--- src/hw/rtl/pbt_pkg.sv ---
// ----------------------------------------------------------------------------
// Paged block table package
// Field widths, command and status codes, and the controller command bundle.
// ----------------------------------------------------------------------------
`default_nettype none

package pbt_pkg;

   localparam int CMD_W      = 2;
   localparam int ID_W       = 16;
   localparam int POS_W      = 16;
   localparam int SLOT_W     = 18;
   localparam int STAT_W     = 3;
   localparam int ENTRIES_W  = 9;
   localparam int BS_CFG_W   = 9;
   localparam int NB_CFG_W   = 11;
   localparam int MC_CFG_W   = 17;
   localparam int CSR_IDX_W  = 2;
   localparam int CSR_DATA_W = 17;
   localparam int REQ_DATA_W = 32;
   localparam int RSP_DATA_W = 32;

   // The divider retires one quotient bit per cycle.
   localparam int DIV_STEPS  = POS_W;
   localparam int STEP_W     = 5;

   typedef enum logic [CMD_W-1:0] {
      CMD_APPEND    = 2'd0,
      CMD_TRANSLATE = 2'd1,
      CMD_CLEAR     = 2'd2
   } cmd_type;

   typedef enum logic [STAT_W-1:0] {
      ST_OK      = 3'd0,
      ST_BAD_ID  = 3'd1,
      ST_MAPPED  = 3'd2,
      ST_CONTEXT = 3'd3,
      ST_SHORT   = 3'd4,
      ST_FULL    = 3'd5
   } status_type;

   typedef enum logic [CSR_IDX_W-1:0] {
      CSR_BLOCK_SIZE  = 2'd0,
      CSR_NUM_BLOCKS  = 2'd1,
      CSR_MAX_CONTEXT = 2'd2
   } csr_index_type;

   typedef struct packed {
      logic capture;    // take the request fields and preset the divider
      logic map_rd;     // read the used map at the block id
      logic link_rd;    // read the table at the index the map returned
      logic div_step;   // one restoring division step
      logic look_rd;    // read the table at the quotient
      logic mul;        // register table entry times block size
      logic finish;     // commit state and load the response register
   } ctrl_cmd_type;

endpackage

`default_nettype wire

--- src/hw/rtl/pbt_ctrl.sv ---
// ----------------------------------------------------------------------------
// Paged block table controller
// Sequences append, translate and clear transactions and owns both handshakes.
// ----------------------------------------------------------------------------
`default_nettype none

module pbt_ctrl
   import pbt_pkg::*;
(
   input  wire logic               clock,
   input  wire logic               reset,
   input  wire logic               req_tvalid,
   output logic                    req_tready,
   input  wire logic [CMD_W-1:0]   req_tuser,
   output logic                    rsp_tvalid,
   input  wire logic               rsp_tready,
   output ctrl_cmd_type            cmd
);

   typedef enum logic [6:0] {
      S_IDLE = 7'b0000001,
      S_MAP  = 7'b0000010,
      S_LINK = 7'b0000100,
      S_DIV  = 7'b0001000,
      S_LOOK = 7'b0010000,
      S_MUL  = 7'b0100000,
      S_DONE = 7'b1000000
   } state_type;

   state_type         state_ff, state_in;
   logic [STEP_W-1:0] step_ff, step_in;
   logic              rsp_valid_ff, rsp_valid_in;
   logic              accept;
   logic              out_free;

   assign req_tready = (state_ff == S_IDLE);
   assign accept     = req_tvalid && req_tready;
   assign out_free   = !rsp_valid_ff || rsp_tready;
   assign rsp_tvalid = rsp_valid_ff;

   always_comb begin
      state_in = state_ff;
      step_in  = step_ff;
      cmd      = '0;
      unique case (state_ff)
         S_IDLE: begin
            if (accept) begin
               cmd.capture = 1'b1;
               step_in     = '0;
               case (req_tuser)
                  CMD_APPEND:    state_in = S_MAP;
                  CMD_TRANSLATE: state_in = S_DIV;
                  default:       state_in = S_DONE;
               endcase
            end
         end
         S_MAP: begin
            cmd.map_rd = 1'b1;
            state_in   = S_LINK;
         end
         S_LINK: begin
            cmd.link_rd = 1'b1;
            state_in    = S_DONE;
         end
         S_DIV: begin
            cmd.div_step = 1'b1;
            step_in      = step_ff + 1'b1;
            if (step_ff == STEP_W'(DIV_STEPS - 1)) begin
               state_in = S_LOOK;
            end
         end
         S_LOOK: begin
            cmd.look_rd = 1'b1;
            state_in    = S_MUL;
         end
         S_MUL: begin
            cmd.mul  = 1'b1;
            state_in = S_DONE;
         end
         S_DONE: begin
            if (out_free) begin
               cmd.finish = 1'b1;
               state_in   = S_IDLE;
            end
         end
         default: state_in = S_IDLE;
      endcase
   end

   always_comb begin
      if (cmd.finish) begin
         rsp_valid_in = 1'b1;
      end else if (rsp_tready) begin
         rsp_valid_in = 1'b0;
      end else begin
         rsp_valid_in = rsp_valid_ff;
      end
   end

   always_ff @(posedge clock) begin
      if (reset) begin
         state_ff     <= S_IDLE;
         step_ff      <= '0;
         rsp_valid_ff <= 1'b0;
      end else begin
         state_ff     <= state_in;
         step_ff      <= step_in;
         rsp_valid_ff <= rsp_valid_in;
      end
   end

endmodule

`default_nettype wire

--- config.mk ---
export PLATFORM = sky130hd
export DESIGN_NAME = pbt_ctrl
export DESIGN_NICKNAME = d
export VERILOG_FILES = /design/src/hw/rtl/pbt_pkg.sv /design/src/hw/rtl/pbt_ctrl.sv
export SDC_FILE = /design/constraint.sdc
export NUM_CORES = 1
export LEC_CHECK = 0
export BUFFER_PORTS_ARGS = -buffer_cell sky130_fd_sc_hd__buf_2
export CAP_MARGIN = 20
export CORE_MARGIN = 2
export CORE_UTILIZATION = 60
export CTS_BUF_LIST = sky130_fd_sc_hd__clkbuf_8
export CTS_CLUSTER_DIAMETER = 80
export DETAILED_ROUTE_END_ITERATION = 6
export GPL_ROUTABILITY_DRIVEN = 0
export PLACE_DENSITY = 0.91
export RECOVER_POWER = 100
export SYNTH_ARGS = -nofsm -noshare
export SYNTH_HDL_FRONTEND = slang
export SYNTH_SLANG_ARGS = --single-unit
--- constraint.sdc ---
create_clock -name clock -period 4.9 [get_ports clock]
set_input_delay 0.98 -clock clock [delete_from_list [all_inputs] [get_ports clock]]
set_output_delay 0.98 -clock clock [all_outputs]
set_load 0.005 [all_outputs]
==> impl_metrics.toml, run 1 <==
[placed_design]
pre_cts_slack_ps = 2110
dp.cells = 121
dpl_cell_area_um2 = 857
placement.io_buffers = 14
dp_hpwl_mm = 1.42

[clock_network]
path_clk_slew_ps = 60
clk_latency_ps = 250
clockBufferDepth = 2
htreeDepth = 1
cts_setup_buffers = 0
cts_tree = "done"
cts.sinks = 13
cts_root_buf = "clkbuf_8"
holdBufCountCts = 0
postCtsResizedCells = 0
cts_made_buffers = 3

[setup_path]
start_kind = "flop"
critPathArrivalTime_ps = 2150
r2r_cells = 4
crit_fanout = 11
path_class = "reg2out"
cp-end-kind = "output pin"
worstPathRequired_ps = 3920

[worst_hold_path]
min_path_type = "reg2reg"
min_path_cells = 1

[power_and_ir_drop]
power_mw = 0.281
power.density_nw_per_um2 = 320
p_leak_nw = 0.359
vdd_drop_max_uv = 185

[drt]
dr_wl_met3_um = 89
detail-route-antenna-nets = 0
route.top_layer_used = "met4"
wl_met2_mm = 1.05
drc = 0
routedWlPerCell_um = 16.0
vias_per_cell = 6.55
drt_first_pass_iters = 4
wl_met1_um = 821
first_iter_violations = 36
wl_mm = 2.00
via_count = 819

[final_layout]
finish.utilization = 0.683
final_area_um2 = 877
layout_common_cells = "dfxtp_1, nor2_1, buf_2, clkbuf_1"
area_growth_pct = 7.68
final_cell_count_no_fill = 125
diodes = 0
drive_gt1_frac = 0.118
nets = 119
final_common_cell = "dfxtp_1"

[timing]
holdWs_ps = 496
grt_setup_unrepaired = "no"
hold_violations = 0
worst_pin_slew_ps = 794
setup_viol = 0
fin_crit_ps = 3130
timing.final.crit_share = 0.638
fin_setup_tns_ps = 0
slew-limit-headroom = 0.466
drv_slew = 0
skew_ps = 0.986
max_freq_mhz = 320
setup_slack_ps = 1770

[synthesis]
postSynthCellCount = 101
synth_nets = 109
yosys_warnings = 0
ys_seq_elements = 13
syn_area_um2 = 815
ys_seq_area_frac = 0.320
ys_types = 37
synth_area_per_cell_um2 = 8.06

[grt]
grtUsageTotal = 0.282
grt_pass1_wl_mm = 2.98
gr-total-overflow = 0
grt_max_degree = 14
grt_antenna_before_repair = 0
grt_pass1_vias = 711

[status]
status = "complete, no violations"

[die]
start_util = 0.634
ios = 15
num_rows = 13
die_h_um = 40.8
die-area_um2 = 1670
coreArea_um2 = 1280
chipWidth_um = 40.8

[job]
maxCapViolations = 0
[per-layer routing]
layer	track usage	vias to the layer above
met5	0	-
met4	0.167	0
met3	0.0652	7
met2	0.527	31
met1	0.275	389
li1	-	392
[synth_stat cells]
cell type	number	area share
a211o_1	1	0.011
a211oi_1	3	0.028
a21oi_1	6	0.037
a221oi_1	1	0.011
a22oi_1	1	0.0092
a31oi_1	1	0.0077
and2_1	1	0.0077
and3_1	2	0.015
buf_1	2	0.0092
buf_2	1	0.0061
buf_4	1	0.0092
buf_6	1	0.014
clkbuf_1	4	0.018
dfxtp_1	13	0.32
ha_1	2	0.031
inv_1	5	0.023
nand2_1	3	0.014
nand2b_1	4	0.031
nand3_1	3	0.018
nor2_1	7	0.032
nor2b_1	2	0.015
nor3_1	5	0.031
nor3_2	1	0.012
nor3b_1	5	0.046
nor4_1	5	0.038
nor4_2	1	0.015
nor4b_1	2	0.022
o211ai_1	2	0.018
o21ai_0	1	0.0061
o31ai_1	2	0.018
o32ai_1	1	0.011
or2_2	1	0.0077
or3_1	5	0.038
or3_4	1	0.014
or4_1	1	0.0092
or4b_2	2	0.025
xor2_1	2	0.022
[logic make-up after synthesis]
kind of cell / share of synthesized area
and+or+nand+nor: 0.392
AOI/OAI and AO/OA: 0.157
buffers and inverters: 0.0799
DFF: 0.320
xor gates and xnor gates: 0.0215
adders and majority gates: 0.0307
[critical path: stages, from the launching register on]
cell	delay, ps
dfxtp_1	400
or4_1	660
or3_1	480
inv_1	120
and2_0	140
buf_2	110
[area by class of cell]
class / count / area [um2]
clock buffer: 3 / 41.3
multi-input combinational: 74 / 473
sequential: 13 / 260
inverter: 5 / 18.8
timing repair buffer: 14 / 61.3
tap: 15 / 18.8
fill: 112 / 408
clock inverter: 1 / 3.75
[state kept, by name (all words and copies together), names as in the netlist]
name and count:
rsp_tvalid 1, state_ff 7, step_ff 5
[report_power, final]
group	switching, mW	leakage (nW)	internal [mW]
Combinational	0.0384	0.227	0.0264
Sequential	0.00926	0.105	0.110
Clock	0.0414	0.0269	0.0555
[path summary, 6_finish.rpt]
| kind | start | end | slack [ps] |
|---|---|---|---|
| setup / recovery | state_ff[5]$_SDFFE_PP0P_ | cmd[6] | 1770 |
| hold / removal | step_ff[3]$_SDFFE_PP0P_ | step_ff[3]$_SDFFE_PP0P_ | 500 |
| setup reg to reg | state_ff[5]$_SDFFE_PP0P_ | step_ff[2]$_SDFFE_PP0P_ | 2590 |
| hold reg to reg | step_ff[3]$_SDFFE_PP0P_ | step_ff[3]$_SDFFE_PP0P_ | 500 |
Power figures use the tool's default switching activity.
==> inputs of run 2 (changes only) <==
--- a/config.mk
+++ b/config.mk
@@ -8,12 +8,12 @@
 export BUFFER_PORTS_ARGS = -buffer_cell sky130_fd_sc_hd__buf_2
 export CAP_MARGIN = 20
 export CORE_MARGIN = 2
-export CORE_UTILIZATION = 60
+export CORE_UTILIZATION = 56
 export CTS_BUF_LIST = sky130_fd_sc_hd__clkbuf_8
 export CTS_CLUSTER_DIAMETER = 80
 export DETAILED_ROUTE_END_ITERATION = 6
 export GPL_ROUTABILITY_DRIVEN = 0
-export PLACE_DENSITY = 0.91
+export PLACE_DENSITY = 0.86
 export RECOVER_POWER = 100
 export SYNTH_ARGS = -nofsm -noshare
 export SYNTH_HDL_FRONTEND = slang
==> constraint.sdc (replaced) <==
create_clock -name clock -period 2.9 [get_ports clock]
set_input_delay 0.58 -clock clock [delete_from_list [all_inputs] [get_ports clock]]
set_output_delay 0.58 -clock clock [all_outputs]
set_load 0.005 [all_outputs]
==> run 2 against run 1 <==
Compared with the run above: combinational power grew 65%; clock power grew 61%; power grew 65%; flip-flop and latch count is the same; hold slack lost 14 ps; first-iteration DRC count shrank 56%; clock skew grew 3.0 ps; non-clock buffer count is the same; die area grew 6.4%; register-to-register slack lost 1900 ps; cell area grew 0.29%; sequential share of layout area shrank 0.084 points; critical path type unchanged; highest routed layer unchanged.
==> impl_metrics.toml, run 2 (synthesis gave the netlist of run 1 again) <==
[clock_network]
clockBufferDepth = 2
postCtsResizedCells = 0
cts.sinks = 13
clk_latency_ps = 240
htreeDepth = 1
path_clk_slew_ps = 50
cts_setup_buffers = 0
holdBufCountCts = 0
cts_made_buffers = 3
cts_tree = "done"
cts_root_buf = "clkbuf_8"

[final_layout]
seqCellArea_um2 = 260
regMostFlops = "state_ff"
largest_reg_flops = 7
diodes = 0
layout_common_cells = "dfxtp_1, buf_2, nor2_1"
drive_gt1_frac = 0.136
final_common_cell = "dfxtp_1"
filler_cell_count = 117
multi_input_area_um2 = 473
area_growth_pct = 7.99
nets = 119

[setup_path]
critPathArrivalTime_ps = 2120
worst_path_largest_cell_delay_ps = 640
crit_fanout = 11
crit_chain = "or4_1 -> or3_1 -> inv_1 -> and2_1 -> buf_2"
cp-end-kind = "output pin"
critPathBufInv = 2
crit_family = "simple AND/OR/NAND/NOR gates"
path_class = "reg2out"
worstPathRequired_ps = 2320
start_kind = "flop"
crit_slowest_cell = "or4_1"

[timing]
worst_pin_slew_ps = 816
fin_crit_ps = 2700
holdWs_ps = 482
fin_setup_tns_ps = 0
hold_violations = 0
grt_setup_unrepaired = "no"
timing.final.crit_share = 0.932
drv_slew = 0
skew_ps = 4.01
setup_viol = 0
slew-limit-headroom = 0.451
max_freq_mhz = 370

[grt]
grtUsageTotal = 0.206
grt_pass1_wl_mm = 2.88
grt_pass1_vias = 687
gr-total-overflow = 0
grt_antenna_before_repair = 0
grt_max_degree = 14

[job]
maxCapViolations = 0

[drt]
first_iter_violations = 16
detail-route-antenna-nets = 0
drt_first_pass_iters = 4
routedWlPerCell_um = 14.1
via_count = 759
drc = 0
vias_per_cell = 6.07
wl_mm = 1.76

[power_and_ir_drop]
power_mw = 0.464
p_leak_nw = 0.368
power.density_nw_per_um2 = 527
vdd_drop_max_uv = 483

[placed_design]
placement.io_buffers = 14
dp_hpwl_mm = 1.31

[die]
coreArea_um2 = 1330
die-area_um2 = 1780
die_h_um = 42.1
chipWidth_um = 42.1
start_util = 0.611
ios = 15
num_rows = 13

[worst_hold_path]
min_path_type = "reg2reg"

[status]
status = "complete, no violations"
run 2: cell types whose count changed in the layout (fill, tap and decap cells not counted), sizes merged:
cell    delta
buf        +1
clkbuf     -1
run 2: worst register-to-register path, stage by stage (launching register included):
cell and delay [ps]:
dfxtp_1 400, or4_1 640, nor4_1 720, a21oi_1 100
a211oi_1 270
run 2: layer usage:
metal / up-vias / track usage / share of wire
met2: 15 / 0.344 / 0.47
met3: 4 / 0.0259 / 0.026
met4: 0 / 0.0813 / 0.015
met1: 349 / 0.271 / 0.49
li1: 391 / - / -
met5: - / 0 / 0
run 2: cell type report:
type / instances / share of cell area
clock buffer: 3 / 0.0469
clock inverter: 1 / 0.00427
timing repair buffer: 14 / 0.0725
tap: 15 / 0.0213
multi-input combinational: 74 / 0.538
sequential: 13 / 0.296
inverter: 5 / 0.0213
run 2: worst paths after layout:
check,startpoint,to,slack (ps),depth (start not counted)
max,state_ff[5]$_SDFFE_PP0P_,cmd[6],200,5
min,step_ff[3]$_SDFFE_PP0P_,step_ff[3]$_SDFFE_PP0P_,480,1
min reg2reg,step_ff[3]$_SDFFE_PP0P_,step_ff[3]$_SDFFE_PP0P_,480,1
max reg2reg,state_ff[5]$_SDFFE_PP0P_,step_ff[2]$_SDFFE_PP0P_,680,4
run 2: stage by stage:
step,worst slack (ps),util,cell area (um2),instances
2_1_floorplan,677,-,815,101
3_3_place_gp,590,0.643,857,121
3_5_place_dp,527,0.643,857,121
4_1_cts,268,0.676,902,125
5_1_grt,114,0.659,880,125
6_report,198,0.659,880,125
run 2: power breakdown:
group	internal (mW)	total, mW	switching, mW	leakage, nW
combinational	0.0451	0.107	0.0622	0.236
sequential	0.186	0.201	0.0148	0.105
clock	0.0933	0.156	0.0623	0.0269
total	0.324	0.464	0.139	0.368
==> inputs of run 3 (changes only) <==
--- a/config.mk
+++ b/config.mk
@@ -13,7 +13,7 @@
 export CTS_CLUSTER_DIAMETER = 80
 export DETAILED_ROUTE_END_ITERATION = 6
 export GPL_ROUTABILITY_DRIVEN = 0
-export PLACE_DENSITY = 0.86
+export PLACE_DENSITY = 0.83
 export RECOVER_POWER = 100
 export SYNTH_ARGS = -nofsm -noshare
 export SYNTH_HDL_FRONTEND = slang
==> run 3 against run 2 <==
Compared with the run above: critical path depth stayed put; hold slack worse by 8.8 ps; utilization is 0.38 points higher; sequential power hardly changed; power is 1.4% higher; cell count stayed put; via count is 1.2% higher.
==> impl_metrics.toml, run 3 (synthesis gave the netlist of run 1 again) <==
[worst_hold_path]
min_path_type = "reg2reg"
min_path_cells = 1
min_from = "step_ff[3]$_SDFFE_PP0P_"
holdPathEnd = "step_ff[3]$_SDFFE_PP0P_"

[grt]
gr-total-overflow = 0
grtUsageTotal = 0.223
grt_antenna_before_repair = 0
grt_max_degree = 14
grt_pass1_vias = 724
grt_pass1_wl_mm = 3.05

[die]
start_util = 0.611
coreArea_um2 = 1330
die_h_um = 42.1
die-area_um2 = 1780
chipWidth_um = 42.1
ios = 15
num_rows = 13

[drt]
vias_per_cell = 6.14
routedWlPerCell_um = 14.1
drc = 0
first_iter_violations = 34
detail-route-antenna-nets = 0
via_count = 768
drt_first_pass_iters = 4
wl_mm = 1.76

[timing]
setup_slack_ps = 221
timing.final.crit_share = 0.924
fin_crit_ps = 2680
drv_slew = 0
skew_ps = 5.05
worst_pin_slew_ps = 736
hold_violations = 0
grt_setup_unrepaired = "no"
setup_viol = 0
slew-limit-headroom = 0.505
max_freq_mhz = 373
fin_setup_tns_ps = 0

[placed_design]
pre_cts_slack_ps = 538
dp_hpwl_mm = 1.32
placement.io_buffers = 14
dpl_cell_area_um2 = 857

[final_layout]
filler_cell_count = 114
area_growth_pct = 8.60
final_common_cell = "dfxtp_1"
drive_gt1_frac = 0.145
largest_reg_flops = 7
regMostFlops = "state_ff"
diodes = 0
final_area_um2 = 885
nets = 119
layout_common_cells = "dfxtp_1, nor2_1, buf_2"
finish.utilization = 0.663

[clock_network]
cts_tree = "done"
cts.sinks = 13
cts_made_buffers = 3
cts_setup_buffers = 0
clockBufferDepth = 2
path_clk_slew_ps = 60
htreeDepth = 1
clk_latency_ps = 250
holdBufCountCts = 0
cts_root_buf = "clkbuf_8"
postCtsResizedCells = 0

[power_and_ir_drop]
p_leak_nw = 0.368
vdd_drop_max_uv = 314
power_mw = 0.470
power.density_nw_per_um2 = 531

[setup_path]
worstPathRequired_ps = 2320
reg2reg_slack_ps = 700
path_class = "reg2out"
worst_r2r_endpoint = "state_ff[2]$_SDFFE_PP0P_"
r2r_cells = 4
cp-end-kind = "output pin"
critPathArrivalTime_ps = 2100
start_kind = "flop"
crit_fanout = 11
reg2reg_from = "state_ff[5]$_SDFFE_PP0P_"

[job]
maxCapViolations = 0

[status]
status = "complete, no violations"
run 3: cell counts in the layout (fill, tap and decap cells not counted):
No cell type changed its count.
run 3: cell type report:
cell class                      count  area, um2  share of cell area
Inverter                            5       18.8              0.0212
Sequential cell                    13        260               0.294
Clock inverter                      1       3.75             0.00424
Tap cell                           15       18.8              0.0212
Multi-Input combinational cell     74        478               0.540
Timing Repair Buffer               14       63.8              0.0721
Clock buffer                        3       41.3              0.0467
run 3: worst max-delay path by stage:
stage,end,startpoint
global route,cmd[6],state_ff[5]$_SDFFE_PP0P_
finish,cmd[6],state_ff[5]$_SDFFE_PP0P_
global placement,cmd[6],state_ff[5]$_SDFFE_PP0P_
CTS,cmd[6],state_ff[5]$_SDFFE_PP0P_
floorplan,cmd[0],state_ff[5]$_SDFFE_PP0P_
detailed placement,cmd[6],state_ff[5]$_SDFFE_PP0P_
run 3: worst max-delay path: stages (launching register included):
cell,delay (ps)
dfxtp_1,400
or4_1,640
or3_1,470
inv_1,130
and2_1,120
buf_2,100
run 3: routing by layer:
metal | routed length, um | share of wire | track usage | vias to the layer above
met5 | 0 | 0 | 0 | -
met4 | 31 | 0.018 | 0.125 | 0
met3 | 66 | 0.038 | 0.0560 | 4
met2 | 841 | 0.48 | 0.341 | 19
met1 | 820 | 0.47 | 0.285 | 358
li1 | - | - | - | 387
run 3: per-stage QoR:
stage / instances / hold WS [ps]
3_3_place_gp: 121 / 459
4_1_cts: 125 / 476
6_report: 125 / 473
5_1_grt: 125 / 499
3_5_place_dp: 121 / 467
2_1_floorplan: 101 / 430
run 3: power breakdown:
part / internal, mW / leakage [nW] / switching (mW)
Combinational: 0.0450 / 0.236 / 0.0622
Sequential: 0.186 / 0.105 / 0.0148
Clock: 0.0936 / 0.0269 / 0.0686
Total: 0.324 / 0.368 / 0.146
